**config.mk**
```make
export PLATFORM = sky130hd
export DESIGN_NAME = modular_exponentiation
export DESIGN_NICKNAME = d
export VERILOG_FILES = /design/src/rtl/mexp_pkg.sv /design/src/rtl/mexp_dp.sv /design/src/rtl/mexp_ctrl.sv /design/src/rtl/modular_exponentiation.sv
export SDC_FILE = /design/constraint.sdc
export NUM_CORES = 1
export LEC_CHECK = 0
export BUFFER_PORTS_ARGS = -buffer_cell sky130_fd_sc_hd__clkbuf_2
export CAP_MARGIN = 10
export CORE_UTILIZATION = 53
export CTS_CLUSTER_SIZE = 16
export DETAILED_ROUTE_END_ITERATION = 8
export PLACE_DENSITY = 0.71
export SYNTH_ARGS = -nofsm -noshare
export SYNTH_HDL_FRONTEND = slang
export SYNTH_HIERARCHICAL = 1
export SYNTH_SLANG_ARGS = --single-unit
```
**constraint.sdc**
```tcl
create_clock -name clk -period 8.06 [get_ports clk]
set_input_delay 1.209 -clock clk [delete_from_list [all_inputs] [get_ports clk]]
set_output_delay 1.209 -clock clk [all_outputs]
set_load 0.05 [all_outputs]
```
**src/rtl/mexp_pkg.sv**
```systemverilog
`default_nettype none
// ----------------------------------------------------------------------------
// mexp_pkg
// Shared widths, register indexes, state and command types for the modular
// exponentiation block.
// ----------------------------------------------------------------------------
package mexp_pkg;

	localparam int VALUE_WIDTH = 32;
	localparam int CNT_W       = $clog2(VALUE_WIDTH);
	localparam int CFG_IDX_W   = 2;

	localparam logic [CFG_IDX_W-1:0] REG_MODULUS  = CFG_IDX_W'(0);
	localparam logic [CFG_IDX_W-1:0] REG_EXPONENT = CFG_IDX_W'(1);

	localparam logic [VALUE_WIDTH-1:0] MODULUS_RESET  = VALUE_WIDTH'(2);
	localparam logic [VALUE_WIDTH-1:0] EXPONENT_RESET = VALUE_WIDTH'(1);

	localparam logic [CNT_W-1:0] BIT_LAST = CNT_W'(VALUE_WIDTH - 1);

	typedef enum logic [2:0] {
		ST_IDLE,
		ST_RED,
		ST_CHK,
		ST_MUL,
		ST_SQ0,
		ST_SQR,
		ST_FIN
	} state_t;

	// Operation of the shared modular multiplier.
	typedef enum logic [1:0] {
		MOP_RED,
		MOP_MUL,
		MOP_SQR
	} mop_t;

	typedef struct packed {
		logic load;
		logic mstart;
		mop_t mop;
		logic mstep;
		logic eshift;
	} dp_cmd_t;

	typedef struct packed {
		logic e_zero;
		logic e_lsb;
		logic e_rest_zero;
		logic mul_last;
		logic mod_small;
	} dp_sts_t;

endpackage
`default_nettype wire

```
**src/rtl/mexp_dp.sv**
```systemverilog
`default_nettype none
// ----------------------------------------------------------------------------
// mexp_dp
// Datapath: accumulator, square register, exponent shifter and a bit-serial
// interleaved modular multiplier that retires one multiplier bit per cycle.
// ----------------------------------------------------------------------------
module mexp_dp (
	input  wire logic                             clk,
	input  wire logic                             arst_n,
	input  wire mexp_pkg::dp_cmd_t                cmd,
	output mexp_pkg::dp_sts_t                     sts,
	input  wire logic [mexp_pkg::VALUE_WIDTH-1:0] base_value,
	input  wire logic [mexp_pkg::VALUE_WIDTH-1:0] modulus,
	input  wire logic [mexp_pkg::VALUE_WIDTH-1:0] exponent,
	output logic      [mexp_pkg::VALUE_WIDTH-1:0] result_value
);

	localparam int W = mexp_pkg::VALUE_WIDTH;

	logic [W-1:0]               acc_q;
	logic [W-1:0]               sq_q;
	logic [W-1:0]               e_q;
	logic [W-1:0]               r_q;
	logic [W-1:0]               b_q;
	logic [mexp_pkg::CNT_W-1:0] cnt_q;
	mexp_pkg::mop_t             op_q;

	logic [W-1:0] a_op;
	logic [W+1:0] t_sum;
	logic [W+1:0] m1;
	logic [W+1:0] m2;
	logic [W-1:0] r_next;

	always_comb begin
		case (op_q)
			mexp_pkg::MOP_RED: a_op = W'(1);
			mexp_pkg::MOP_MUL: a_op = acc_q;
			mexp_pkg::MOP_SQR: a_op = sq_q;
			default:           a_op = sq_q;
		endcase
	end

	// r stays below m: 2r + a is below 3m, so at most one of m or 2m comes off.
	always_comb begin
		t_sum = {1'b0, r_q, 1'b0} + {2'b00, (b_q[W-1] ? a_op : W'(0))};
		m1    = {2'b00, modulus};
		m2    = {1'b0, modulus, 1'b0};
		priority if (t_sum >= m2) begin
			r_next = W'(t_sum - m2);
		end else if (t_sum >= m1) begin
			r_next = W'(t_sum - m1);
		end else begin
			r_next = W'(t_sum);
		end
	end

	always_ff @(posedge clk or negedge arst_n) begin
		if (!arst_n) begin
			cnt_q <= '0;
			op_q  <= mexp_pkg::MOP_RED;
		end else if (cmd.load) begin
			cnt_q <= '0;
			op_q  <= mexp_pkg::MOP_RED;
		end else if (cmd.mstart) begin
			cnt_q <= '0;
			op_q  <= cmd.mop;
		end else if (cmd.mstep) begin
			cnt_q <= cnt_q + mexp_pkg::CNT_W'(1);
		end
	end

	always_ff @(posedge clk) begin
		if (cmd.load) begin
			acc_q <= W'(1);
			e_q   <= exponent;
			b_q   <= base_value;
			r_q   <= '0;
		end else if (cmd.mstart) begin
			b_q <= sq_q;
			r_q <= '0;
		end else if (cmd.mstep) begin
			b_q <= {b_q[W-2:0], 1'b0};
			r_q <= r_next;
			if (cnt_q == mexp_pkg::BIT_LAST) begin
				if (op_q == mexp_pkg::MOP_MUL) begin
					acc_q <= r_next;
				end else begin
					sq_q <= r_next;
				end
			end
		end
		if (cmd.eshift) begin
			e_q <= {1'b0, e_q[W-1:1]};
		end
	end

	always_comb begin
		sts.e_zero      = (e_q == '0);
		sts.e_lsb       = e_q[0];
		sts.e_rest_zero = (e_q[W-1:1] == '0);
		sts.mul_last    = (cnt_q == mexp_pkg::BIT_LAST);
		sts.mod_small   = (modulus[W-1:1] == '0);
	end

	assign result_value = sts.mod_small ? '0 : acc_q;

endmodule
`default_nettype wire

```
**src/rtl/mexp_ctrl.sv**
```systemverilog
`default_nettype none
// ----------------------------------------------------------------------------
// mexp_ctrl
// Controller: sequences the base reduction and the square-and-multiply loop
// over the exponent bits, least significant bit first.
// ----------------------------------------------------------------------------
module mexp_ctrl (
	input  wire logic              clk,
	input  wire logic              arst_n,
	input  wire logic              start,
	output logic                   busy,
	output logic                   done,
	output mexp_pkg::dp_cmd_t      cmd,
	input  wire mexp_pkg::dp_sts_t sts
);

	mexp_pkg::state_t state_q;
	mexp_pkg::state_t state_d;

	always_ff @(posedge clk or negedge arst_n) begin
		if (!arst_n) begin
			state_q <= mexp_pkg::ST_IDLE;
		end else begin
			state_q <= state_d;
		end
	end

	always_comb begin
		state_d    = state_q;
		cmd.load   = 1'b0;
		cmd.mstart = 1'b0;
		cmd.mop    = mexp_pkg::MOP_MUL;
		cmd.mstep  = 1'b0;
		cmd.eshift = 1'b0;
		unique case (state_q)
			mexp_pkg::ST_IDLE: begin
				if (start) begin
					cmd.load = 1'b1;
					state_d  = sts.mod_small ? mexp_pkg::ST_FIN : mexp_pkg::ST_RED;
				end
			end
			mexp_pkg::ST_RED: begin
				cmd.mstep = 1'b1;
				if (sts.mul_last) begin
					state_d = mexp_pkg::ST_CHK;
				end
			end
			mexp_pkg::ST_CHK: begin
				priority if (sts.e_zero) begin
					state_d = mexp_pkg::ST_FIN;
				end else if (sts.e_lsb) begin
					cmd.mstart = 1'b1;
					cmd.mop    = mexp_pkg::MOP_MUL;
					state_d    = mexp_pkg::ST_MUL;
				end else begin
					cmd.mstart = 1'b1;
					cmd.mop    = mexp_pkg::MOP_SQR;
					state_d    = mexp_pkg::ST_SQR;
				end
			end
			mexp_pkg::ST_MUL: begin
				cmd.mstep = 1'b1;
				if (sts.mul_last) begin
					state_d = mexp_pkg::ST_SQ0;
				end
			end
			mexp_pkg::ST_SQ0: begin
				// The square after the top exponent bit would never be used.
				if (sts.e_rest_zero) begin
					state_d = mexp_pkg::ST_FIN;
				end else begin
					cmd.mstart = 1'b1;
					cmd.mop    = mexp_pkg::MOP_SQR;
					state_d    = mexp_pkg::ST_SQR;
				end
			end
			mexp_pkg::ST_SQR: begin
				cmd.mstep = 1'b1;
				if (sts.mul_last) begin
					cmd.eshift = 1'b1;
					state_d    = mexp_pkg::ST_CHK;
				end
			end
			mexp_pkg::ST_FIN: begin
				state_d = mexp_pkg::ST_IDLE;
			end
			default: begin
				state_d = mexp_pkg::ST_IDLE;
			end
		endcase
	end

	assign busy = (state_q != mexp_pkg::ST_IDLE);
	assign done = (state_q == mexp_pkg::ST_FIN);

endmodule
`default_nettype wire

```
**src/rtl/modular_exponentiation.sv**
```systemverilog
`default_nettype none
// ----------------------------------------------------------------------------
// modular_exponentiation
// Raises each input value to the configured exponent modulo the configured
// modulus with square-and-multiply over a bit-serial modular multiplier.
//
//   Channel   Handshake              Payload
//   input     start, busy            base_value
//   result    done (one cycle)       result_value
//   config    cfg_valid, cfg_ready   cfg_index, cfg_data
//
// A multiplication retires one multiplier bit per cycle.
// An item runs the base reduction, then for each exponent bit a multiply if the
// bit is set and a square unless it is the top set bit, then the result beat.
// A modulus below two gives a result of zero in the cycle after start.
// Reset clears the controller and loads modulus 2 and exponent 1.
// The result beat is shown for one cycle and the receiver cannot stall it.
// ----------------------------------------------------------------------------
module modular_exponentiation (
	input  wire logic                             clk,
	input  wire logic                             arst_n,
	input  wire logic                             start,
	output logic                                  busy,
	input  wire logic [mexp_pkg::VALUE_WIDTH-1:0] base_value,
	output logic                                  done,
	output logic      [mexp_pkg::VALUE_WIDTH-1:0] result_value,
	input  wire logic                             cfg_valid,
	output logic                                  cfg_ready,
	input  wire logic [mexp_pkg::CFG_IDX_W-1:0]   cfg_index,
	input  wire logic [mexp_pkg::VALUE_WIDTH-1:0] cfg_data
);

	logic [mexp_pkg::VALUE_WIDTH-1:0] modulus_q;
	logic [mexp_pkg::VALUE_WIDTH-1:0] exponent_q;
	mexp_pkg::dp_cmd_t                cmd;
	mexp_pkg::dp_sts_t                sts;

	assign cfg_ready = 1'b1;

	always_ff @(posedge clk or negedge arst_n) begin
		if (!arst_n) begin
			modulus_q  <= mexp_pkg::MODULUS_RESET;
			exponent_q <= mexp_pkg::EXPONENT_RESET;
		end else if (cfg_valid && cfg_ready) begin
			if (cfg_index == mexp_pkg::REG_MODULUS) begin
				modulus_q <= cfg_data;
			end
			if (cfg_index == mexp_pkg::REG_EXPONENT) begin
				exponent_q <= cfg_data;
			end
		end
	end

	mexp_ctrl u_ctrl (
		.clk    (clk),
		.arst_n (arst_n),
		.start  (start),
		.busy   (busy),
		.done   (done),
		.cmd    (cmd),
		.sts    (sts)
	);

	mexp_dp u_dp (
		.clk          (clk),
		.arst_n       (arst_n),
		.cmd          (cmd),
		.sts          (sts),
		.base_value   (base_value),
		.modulus      (modulus_q),
		.exponent     (exponent_q),
		.result_value (result_value)
	);

	a_start_busy: assert property (@(posedge clk) disable iff (!arst_n)
		start && !busy |=> busy)
		else $error("busy did not rise after an accepted start");

	a_done_idle: assert property (@(posedge clk) disable iff (!arst_n)
		done |=> !busy)
		else $error("controller did not return to idle after the result beat");

	a_small_mod: assert property (@(posedge clk) disable iff (!arst_n)
		done && sts.mod_small |-> result_value == '0)
		else $error("nonzero result for a modulus below two");

	a_reduced: assert property (@(posedge clk) disable iff (!arst_n)
		done && !sts.mod_small |-> result_value < modulus_q)
		else $error("result not reduced below the modulus");

endmodule
`default_nettype wire
```
==> out/qor.txt <==
Buffer count from post-CTS setup fixing -> 0
Startpoint Class -> flip-flop
Worst EP arrival -> 7670 ps
DRT Pass-1 Iters -> 5
Worst-Skew Late Latency -> 550 ps
Final hold vios -> 0
Maximum clock path buffer count -> 3
Hold Buf Count CTS -> 0
Initial antenna violation count -> 0
CTS sink count -> 234
Synth async-reset ratio -> 31.6%
Post-cts resize count -> 0
Vias per cell -> 6.33
Most used DFF post-synth -> edfxtp_1
Seq cells post-synth -> 234
Cts bufs inserted -> 26
Post-route minimum period -> 7390 ps
# rows -> 64
Remaining antenna violation count -> 0
EDFF count, synth -> 95
Non-Filler Instances -> 2275
Dpl cells -> 2227
Static leakage -> 7.48 nW
Design area -> 0.0182 mm²
Area leader, netlist -> edfxtp_1
Initial Util -> 54.0%
Global Route Usage Sum -> 30.2%
Syn Inst Count -> 1800
Sequential-to-total area share from yosys stat -> 36.3%
Die area -> 0.0319 mm²
# IOs -> 105
GP Congestion -> 0.968
Worst hold path type -> flip-flop to flip-flop
Iter 0 DRT Violations -> 1490
Die X -> 179 µm
Core area -> 0.0307 mm²
# DRC -> 0
Clock-pin slew on the worst setup and hold paths -> 60 ps
Synth unique cells -> 102
Synth warn -> 6
Post-synth top area share -> 17.2%
Pwr per Cell Area -> 464 mW/mm²
Fillers -> 2739
Max VDD drop -> 0.232 mV
Slew margin rel. -> 22.9%
Die Y -> 179 µm
Largest net degree at the start of global routing -> 75
Clk_skew -> 13.8 ps
DR WL/cell -> 21.2 µm
Total global routing overflow -> 0
Area post-placement -> 0.0173 mm²
Share of cells above drive strength 1 -> 16.9%
Synth top area cells -> edfxtp_1 17%, dfrtp_1 11%, dfxtp_1 7.9%
Root buffer cell -> clkbuf_16
Max Transition Viols Final -> 0
# diodes -> 0
Slew @ Worst Pin -> 1140 ps
Synthesized area per cell -> 9.19 µm²
First-pass GRT wire length -> 74600 µm
Fmax -> 135 MHz
Final setup violation count -> 0
Fin crit share -> 91.7%
DRT Wirelength -> 48200 µm
Htree depth -> 1
Req. time, crit path -> 8330 ps
Layout area overhead -> 10.2%
CP max FO -> 53
RSZ-0062 raised after global routing -> false
Status -> completed
Vias -> 14400
# port buffers -> 103
Syn Std Cell Area -> 0.0165 mm²
Final nets -> 2029
Syn_nets -> 1970
CP Capture Type -> flip-flop
Hpwl dp -> 36800 µm
Vias in the first global route -> 13200
Setup_tns -> 0 ps
Class of the most critical setup path -> flip-flop to flip-flop
CTS tree -> built
Max-Cap Viols -> 0
==> sequential cells by signal (all words and copies together), names as in the netlist <==
name,flops
u_dp/cnt_q,5
u_ctrl/state_q,3
u_dp/acc_q,32
u_dp/sq_q,32
u_dp/r_q,32
u_dp/op_q,2
exponent_q,32
u_dp/b_q,32
u_dp/e_q,32
modulus_q,32
==> cell usage after synthesis (20+ instances only) <==
library cell	n
a211oi_1	28
a21o_1	35
a21oi_1	112
a31oi_1	24
and2_1	39
and3_1	22
clkbuf_1	64
dfrtp_1	72
dfxtp_1	65
edfxtp_1	95
ha_1	97
inv_1	83
mux2_2	94
mux2i_1	44
nand2_1	183
nand3_1	29
nand3b_1	20
nor2_1	100
nor2b_1	34
nor3_1	29
nor4_1	21
o21a_1	22
o21ai_0	115
o31ai_1	24
xnor2_1	44
xor2_1	26
==> critical path, cell delays in order, from the launching register on <==
cell,delay (ps)
dfrtp_2,710
buf_4,400
o21ai_0,170
and2_1,190
ha_1,410
nand4_1,170
or3b_2,510
o21ai_0,640
o21bai_1,180
a21boi_0,290
nor2_1,140
ha_1,370
nand4_1,120
a31oi_1,70
o41ai_1,460
a21oi_1,160
and2_1,210
or3_2,900
o31ai_1,910
inv_1,80
==> through the flow <==
stage | setup WS (ps) | hold WS (ps) | utilization (%) | total power [mW]
final | 666 | 487 | 59.5 | 8.45
after global routing | 179 | 509 | 59.5 | 8.97
after global placement | 902 | 476 | 56.4 | 6.95
after floorplan | 2640 | 454 | - | 5.62
after detailed placement | 882 | 477 | 56.4 | 7.02
after CTS | 864 | 490 | 59.5 | 8.32
==> worst paths after layout <==
kind,depth (start not counted),slack [ps],startpoint,end
max in group asynchronous,1,6580,arst_n,u_dp/op_q[1]
hold reg to reg,2,490,u_dp/r_q[25],u_dp/r_q[25]
min in group asynchronous,1,810,arst_n,exponent_q[9]
setup reg to reg,19,670,u_dp/op_q[1],u_dp/sq_q[9]
hold / removal,2,490,u_dp/r_q[25],u_dp/r_q[25]
setup / recovery,19,670,u_dp/op_q[1],u_dp/sq_q[9]
==> where the power goes <==
group	internal (mW)	switching [mW]
sequential	1.70	0.192
clock	0.764	0.518
combinational	1.89	3.38
==> routing by layer <==
| layer | routed length [µm] | global-route usage (%) | vias to the layer above |
|---|---|---|---|
| met5 | 0 | 0 | - |
| met1 | 22600 | 44.2 | 6861 |
| met2 | 20500 | 45.7 | 647 |
| met4 | 1690 | 9.92 | 0 |
| li1 | - | - | 6805 |
| met3 | 3320 | 4.11 | 94 |
==> final cells by class <==
type	count	area [µm²]	area share, %
Multi-Input combinational cell	1387	9790	53.7
Sequential cell	234	6010	33.0
Timing Repair Buffer	126	691	3.79
Clock buffer	28	658	3.61
Tap cell	396	495	2.72
Inverter	84	315	1.73
Clock inverter	20	279	1.53
==> cells in the final DEF (no fill, tap or decap), types with 13 or more instances in the layout <==
master and count:
o21a_1 22, clkbuf_16 26, xor2_1 26, o32ai_1 13, dfxtp_1 65, a21o_1 35
a211oi_1 28, o21ai_0 115, nand2_1 183, ha_1 97, a21oi_1 112, buf_4 24
and2_1 39, a31oi_1 24, or3_1 15, nand3_1 29, mux2i_1 44, edfxtp_1 95
nor3_1 27, o31ai_1 24, and3_1 22, xnor2_1 44, nor2_1 97, o211ai_1 16
inv_1 83, nand4_1 18, nand3b_1 20, nor4_1 21, mux2_2 94, nor2b_1 34
dfrtp_1 71, clkbuf_2 102, nand2b_1 18
==> cell families (layout without fill, tap and decap cells) <==
group	after synthesis	in the layout	share of synthesized area, %
compound gates	512	512	20.9
xor+xnor	70	70	3.71
fa+ha+maj	100	100	7.70
buf+inv	179	258	4.70
flops	234	234	36.3
mux	140	140	9.19
other cells	1	1	0.0227
simple gates	564	564	17.4
Power figures use the tool's default switching activity.
